### src/rtl/snd_pkg.sv
// shared types and constants for the int8 scatter-nd store
package snd_pkg;

  localparam int NDIMS    = 5;
  localparam int CMD_W    = 2;
  localparam int COORD_W  = 12;
  localparam int DIM_W    = 13;
  localparam int RANK_W   = 3;
  localparam int REG_W    = 3;
  localparam int BYTE_W   = 8;
  localparam int STATUS_W = 2;

  // register indexes on the configuration channel
  localparam logic [REG_W-1:0] REG_DIM0  = 3'd0;
  localparam logic [REG_W-1:0] REG_DIM1  = 3'd1;
  localparam logic [REG_W-1:0] REG_DIM2  = 3'd2;
  localparam logic [REG_W-1:0] REG_DIM3  = 3'd3;
  localparam logic [REG_W-1:0] REG_DIM4  = 3'd4;
  localparam logic [REG_W-1:0] REG_RANK  = 3'd5;
  localparam logic [REG_W-1:0] REG_DEPTH = 3'd6;

  typedef enum logic [CMD_W-1:0] {
    CMD_LOAD    = 2'd0,
    CMD_SCATTER = 2'd1,
    CMD_READ    = 2'd2,
    CMD_NONE    = 2'd3
  } cmd_e;

  typedef enum logic [STATUS_W-1:0] {
    ST_OK        = 2'd0,
    ST_BAD_DEPTH = 2'd1,
    ST_RANGE     = 2'd2
  } status_e;

  typedef struct packed {
    logic [CMD_W-1:0]          cmd;
    logic [COORD_W-1:0]        flat_address;
    logic signed [BYTE_W-1:0]  data_byte;
    logic [COORD_W-1:0]        coord0;
    logic [COORD_W-1:0]        coord1;
    logic [COORD_W-1:0]        coord2;
    logic [COORD_W-1:0]        coord3;
    logic [COORD_W-1:0]        coord4;
    logic [COORD_W-1:0]        slice_offset;
  } item_t;

  typedef struct packed {
    logic signed [BYTE_W-1:0] read_byte;
    logic [STATUS_W-1:0]      status;
  } result_t;

  // geometry status handed from the stride engine to the datapath
  typedef struct packed {
    logic              busy;
    logic [RANK_W-1:0] eff_rank;
    logic [RANK_W-1:0] index_depth;
  } geom_t;

endpackage

### src/rtl/snd_if.sv


interface snd_cfg_if;
  import snd_pkg::*;
  logic             valid;
  logic             ready;
  logic [REG_W-1:0] reg_index;
  logic [DIM_W-1:0] wdata;
  modport source (output valid, output reg_index, output wdata, input ready);
  modport sink   (input valid, input reg_index, input wdata, output ready);
endinterface

### src/rtl/snd_geom.sv
// configuration registers and sequential stride / tensor total engine
module snd_geom #(
  parameter int STORE_DEPTH = 4096,
  parameter int MAX_RANK    = 5,
  localparam int SW         = $clog2(STORE_DEPTH + 1)
) (
  input  logic           clk_i,
  input  logic           rst_ni,
  snd_cfg_if.sink        cfg_i,
  output logic [SW-1:0]  stride_o [snd_pkg::NDIMS],
  output logic [SW-1:0]  limit_o,
  output snd_pkg::geom_t geom_o
);
  import snd_pkg::*;

  localparam int RCAP = (MAX_RANK < NDIMS) ? MAX_RANK : NDIMS;
  localparam int MW   = SW + DIM_W;

  logic [DIM_W-1:0]  dim_q [NDIMS];
  logic [RANK_W-1:0] rank_q, depth_q, eff_rank;
  logic              busy_q;
  logic [2:0]        step_q;
  logic [SW-1:0]     run_q, run_d;
  logic [SW-1:0]     stride_q [NDIMS];
  logic [SW-1:0]     limit_q;
  logic [DIM_W-1:0]  eff_size;
  logic [MW-1:0]     prod;
  logic              cfg_wr;

  assign cfg_i.ready = 1'b1;
  assign cfg_wr      = cfg_i.valid && cfg_i.ready;

  // rank capped at the supported number of dimensions
  assign eff_rank = (rank_q > RANK_W'(RCAP)) ? RANK_W'(RCAP) : rank_q;

  // one saturating multiply per cycle, from the innermost dimension outward
  always_comb begin
    eff_size = (step_q < eff_rank) ? dim_q[step_q] : DIM_W'(1);
    prod     = MW'(run_q) * MW'(eff_size);
    run_d    = (64'(prod) >= 64'(STORE_DEPTH)) ? SW'(STORE_DEPTH) : SW'(prod);
  end

  // configuration registers
  always_ff @(posedge clk_i or negedge rst_ni) begin
    if (!rst_ni) begin
      for (int i = 0; i < NDIMS; i++) dim_q[i] <= DIM_W'(1);
      rank_q  <= RANK_W'(1);
      depth_q <= RANK_W'(1);
    end else if (cfg_wr) begin
      unique case (cfg_i.reg_index)
        REG_DIM0:  dim_q[0] <= cfg_i.wdata;
        REG_DIM1:  dim_q[1] <= cfg_i.wdata;
        REG_DIM2:  dim_q[2] <= cfg_i.wdata;
        REG_DIM3:  dim_q[3] <= cfg_i.wdata;
        REG_DIM4:  dim_q[4] <= cfg_i.wdata;
        REG_RANK:  rank_q   <= cfg_i.wdata[RANK_W-1:0];
        REG_DEPTH: depth_q  <= cfg_i.wdata[RANK_W-1:0];
        default: ;
      endcase
    end
  end

  // stride sequencer, restarted by every configuration transfer
  always_ff @(posedge clk_i or negedge rst_ni) begin
    if (!rst_ni) begin
      busy_q  <= 1'b0;
      step_q  <= 3'(NDIMS - 1);
      run_q   <= SW'(1);
      limit_q <= SW'(1);
      for (int i = 0; i < NDIMS; i++) stride_q[i] <= SW'(1);
    end else if (cfg_wr) begin
      busy_q <= 1'b1;
      step_q <= 3'(NDIMS - 1);
      run_q  <= SW'(1);
    end else if (busy_q) begin
      stride_q[step_q] <= run_q;
      run_q            <= run_d;
      if (step_q == 3'd0) begin
        busy_q  <= 1'b0;
        limit_q <= run_d;
      end else begin
        step_q <= step_q - 3'd1;
      end
    end
  end

  assign stride_o = stride_q;
  assign limit_o  = limit_q;
  assign geom_o   = '{busy: busy_q, eff_rank: eff_rank, index_depth: depth_q};

endmodule

### src/flat_wrapper.sv
// flat-port wrapper written by rule: the top's interface ports become plain ports
module snd_geom_flat import snd_pkg::*;
#(
  parameter int STORE_DEPTH = 4096,
  parameter int MAX_RANK    = 5,
  localparam int SW         = $clog2(STORE_DEPTH + 1)
)
  (clk_i, rst_ni, stride_o, limit_o, geom_o, cfg_i_valid, cfg_i_reg_index, cfg_i_wdata, cfg_i_ready);
  snd_cfg_if cfg_i_i ();
  input  logic clk_i;
  input  logic rst_ni;
  output logic [SW-1:0] stride_o[snd_pkg::NDIMS];
  output logic [SW-1:0] limit_o;
  output snd_pkg::geom_t geom_o;
  input wire logic [$bits(cfg_i_i.valid)-1:0] cfg_i_valid;
  input wire logic [$bits(cfg_i_i.reg_index)-1:0] cfg_i_reg_index;
  input wire logic [$bits(cfg_i_i.wdata)-1:0] cfg_i_wdata;
  output wire logic [$bits(cfg_i_i.ready)-1:0] cfg_i_ready;
  assign cfg_i_i.valid = cfg_i_valid;
  assign cfg_i_i.reg_index = cfg_i_reg_index;
  assign cfg_i_i.wdata = cfg_i_wdata;
  assign cfg_i_ready = cfg_i_i.ready;
  snd_geom #(.STORE_DEPTH(STORE_DEPTH), .MAX_RANK(MAX_RANK)) u_core (.clk_i(clk_i), .rst_ni(rst_ni), .cfg_i(cfg_i_i), .stride_o(stride_o), .limit_o(limit_o), .geom_o(geom_o));
endmodule
### config.mk
export PLATFORM = sky130hd
export DESIGN_NAME = snd_geom_flat
export DESIGN_NICKNAME = d
export VERILOG_FILES = /design/src/rtl/snd_pkg.sv /design/src/rtl/snd_if.sv /design/src/rtl/snd_geom.sv /design/src/flat_wrapper.sv
export SDC_FILE = /design/constraint.sdc
export NUM_CORES = 1
export LEC_CHECK = 0
export ABC_AREA = 1
export BUFFER_PORTS_ARGS = -buffer_cell sky130_fd_sc_hd__buf_4
export CAP_MARGIN = 10
export CELL_PAD_IN_SITES_DETAIL_PLACEMENT = 1
export CELL_PAD_IN_SITES_GLOBAL_PLACEMENT = 2
export CORE_MARGIN = 2
export CORE_UTILIZATION = 40
export CTS_CLUSTER_DIAMETER = 120
export CTS_CLUSTER_SIZE = 16
export DETAILED_ROUTE_END_ITERATION = 12
export GPL_ROUTABILITY_DRIVEN = 0
export PLACE_DENSITY_LB_ADDON = 0.1
export SYNTH_ARGS = -nofsm -noshare
export SYNTH_HDL_FRONTEND = slang
export SYNTH_SLANG_ARGS = --single-unit
### constraint.sdc
create_clock -name clk_i -period 19.4 [get_ports clk_i]
set_input_delay 3.88 -clock clk_i [delete_from_list [all_inputs] [get_ports clk_i]]
set_output_delay 3.88 -clock clk_i [all_outputs]
set_load 0.005 [all_outputs]
==> results.toml <==
[clock_tree]
cts_max_path_buffers = 2
htreeDepth = 4
cts_resized = 0
clock-sinks = 166
tritoncts = "done"
cts_root_buf = "clkbuf_16"
path_clk_slew_ps = 70
cts_setup_buffers = 0
hold_buffers = 0
clkLatencyLatePin_ps = 440
cts-buffers-inserted = 17

[setup_path]
start_kind = "register"
cp-end-kind = "register"
slowest_delay_ps = 670
arrival_ps = 8370
cpMaxStageDelayCell = "nor3_4"
cp_max_fo = 15
crit_required_ps = 19750
worst-setup-path-type = "reg2reg"
cp_num_buf_inv = 7
critical-path-top-delay-family = "adder cells"

[cells_and_area]
layout_common_cells = "nand2_1, inv_1, dfrtp_1"
multi_input_area_um2 = 7179
area_delta_synth_final_pct = 13.27
diodes = 0
regArea_um2 = 4173
nNetsFinal = 1839
final_common_cell = "nand2_1"
drive_above_1_share_pct = 11.30
fillers = 3782

[drt]
drc = 0
antenna_left = 0
dr.pass1.iters = 5
viasPerCell = 5.053
drt_iter0_markers = 686
drt_wl_total_um = 39590
vias = 10303
drt-wirelength-per-cell_um = 19.42

[power]
power.density_nw_per_um2 = 126.3
power_mw = 1.804
p_leak_nw = 7.595
ir_drop_uv = 74.40

[logic_synthesis]
syn-cell-area_um2 = 12610
ys_seq_area_share_pct = 33.09
ys_warn_count = 0
ys_ff_latch = 166
synth_nets = 1764
synth.avg_cell_area_um2 = 8.140
netlist_instances = 1549
ys_types = 39

[sta]
hold_viol = 0
period_share_pct = 41.35
tns_ps = 0
fin_crit_ps = 8022
fmax_mhz = 124.7
relSlewSlack_pct = 31.02
setup_viol = 0
skew_ps = 13.78
slew_viol_final = 0
tightestPinTransition_ps = 1032
grt_setup_unrepaired = "false"
worst_hold_slack_ps = 487.4
layout_setup_ws_ps = 11380

[global_routing]
grt_overflow = 0
track_usage_pct = 25.64
grt_pass1_vias = 11178
grt_pass1_wl_um = 64860
antenna_found_initial = 0
grt_max_degree = 103

[die]
start_util_pct = 40.27
die_h_um = 181.6
die_w_um = 181.6
io_pins = 105
die_area_um2 = 32960
core_um2 = 31310
rows = 65

[placement]
dp_slack_ps = 11450
dpl.hpwl_um = 31000
port_buffers = 103

[worst_hold_path]
hold_path_class = "reg2reg"

[status]
outcome = "finished clean"

[run]
cap_violations = 0
-- kinds of logic (layout without fill, tap and decap cells) --
kind of cell             count (synthesis)  in the layout  synth area share, %
AO/OA/AOI/OAI                          213            213                8.811
XOR/XNOR                                 9              9               0.6252
adder cells (fa/ha/maj)                196            196                26.65
buffers and inverters                  328            416                9.972
flip-flops                             166            166                33.09
other                                    1              1              0.02974
AND/OR/NAND/NOR                        636            636                20.82
-- routing by layer --
| metal | GRT usage (%) | vias to the layer above | share of wire (%) |
|---|---|---|---|
| met1 | 36.75 | 5209 | 48 |
| met3 | 3.109 | 22 | 3.4 |
| li1 | - | 4896 | - |
| met2 | 42.71 | 176 | 48 |
| met5 | 0 | - | 0 |
| met4 | 3.870 | 0 | 0.78 |
-- cell type report --
cell class / count / share of cell area, %
inverter: 276 / 7.254
multi-input combinational: 1055 / 50.27
tap: 402 / 3.522
sequential: 166 / 29.22
timing repair buffer: 108 / 5.703
clock buffer: 20 / 3.198
clock inverter: 12 / 0.8410
-- tightest hold or removal path: cells and delay by family, from the launching register on --
family | cells | cell delay [ps]
flops | 1 | 340
compound gates | 1 | 60
simple gates | 1 | 50
-- cells in the mapped netlist --
| cell | instances | share of area, % |
|---|---|---|
| nand2_1 | 410 | 12 |
| inv_1 | 273 | 8.1 |
| dfrtp_1 | 151 | 30 |
| nor2_1 | 147 | 4.4 |
| o21ai_0 | 133 | 5.3 |
| fa_1 | 121 | 19 |
| ha_1 | 75 | 7.4 |
| clkbuf_1 | 45 | 1.3 |
| a21oi_1 | 35 | 1.4 |
| nand3_1 | 22 | 0.87 |
| o21ai_1 | 20 | 0.79 |
| o22ai_1 | 16 | 0.79 |
| dfstp_2 | 15 | 3.1 |
| nand3_2 | 13 | 1.0 |
| nand3b_1 | 10 | 0.60 |
| nand2_2 | 8 | 0.40 |
| nor3_1 | 7 | 0.28 |
| xor2_1 | 7 | 0.49 |
| nor2_2 | 6 | 0.30 |
| nor4_1 | 5 | 0.25 |
| nand4_1 | 4 | 0.20 |
| a211oi_1 | 3 | 0.18 |
| buf_2 | 3 | 0.12 |
| buf_4 | 2 | 0.12 |
| buf_6 | 2 | 0.18 |
| clkinv_1 | 2 | 0.060 |
| xnor2_1 | 2 | 0.14 |
| a21o_1 | 1 | 0.060 |
| a21oi_2 | 1 | 0.069 |
| a221oi_1 | 1 | 0.069 |
| a31oi_1 | 1 | 0.050 |
| and2_0 | 1 | 0.050 |
| and2_1 | 1 | 0.050 |
| conb_1 | 1 | 0.030 |
| inv_2 | 1 | 0.030 |
| nor2_4 | 1 | 0.089 |
| nor3_4 | 1 | 0.13 |
| o21bai_1 | 1 | 0.060 |
| o32ai_1 | 1 | 0.069 |
-- worst paths after layout --
check | start | end | slack, ps | cells past startpoint
setup reg to reg | u_core.step_q[2] | u_core.limit_o[1] | 11380 | 27
hold / removal | u_core.dim_q[7] | u_core.dim_q[7] | 490 | 2
max in group asynchronous | rst_ni | u_core.dim_q[36] | 14410 | 2
hold reg to reg | u_core.dim_q[7] | u_core.dim_q[7] | 490 | 2
setup / recovery | u_core.step_q[2] | u_core.limit_o[1] | 11380 | 27
min in group asynchronous | rst_ni | u_core.stride_o[36] | 3550 | 1
-- sequential cells by signal, summed over array words and instances, names as in the netlist --
| name | cells |
|---|---|
| u_core.limit_o | 13 |
| u_core.busy_q | 1 |
| u_core.stride_o | 65 |
| u_core.rank_q | 3 |
| u_core.run_q | 13 |
| u_core.dim_q | 65 |
| u_core.step_q | 3 |
| u_core.depth_q | 3 |
-- power by group --
group	switching (mW)	total [mW]	internal (mW)
Clock	0.149	0.334	0.185
Combinational	0.592	0.903	0.311
Sequential	0.108	0.567	0.460
-- through the flow --
stage | util (%) | instance area [um^2] | instances
2_1_floorplan | - | 12610 | 1549
3_3_place_gp | 43.75 | 13700 | 2006
3_5_place_dp | 43.77 | 13710 | 2007
4_1_cts | 45.61 | 14280 | 2039
5_1_grt | 45.61 | 14280 | 2039
6_report | 45.61 | 14280 | 2039
Power figures use the tool's default switching activity.
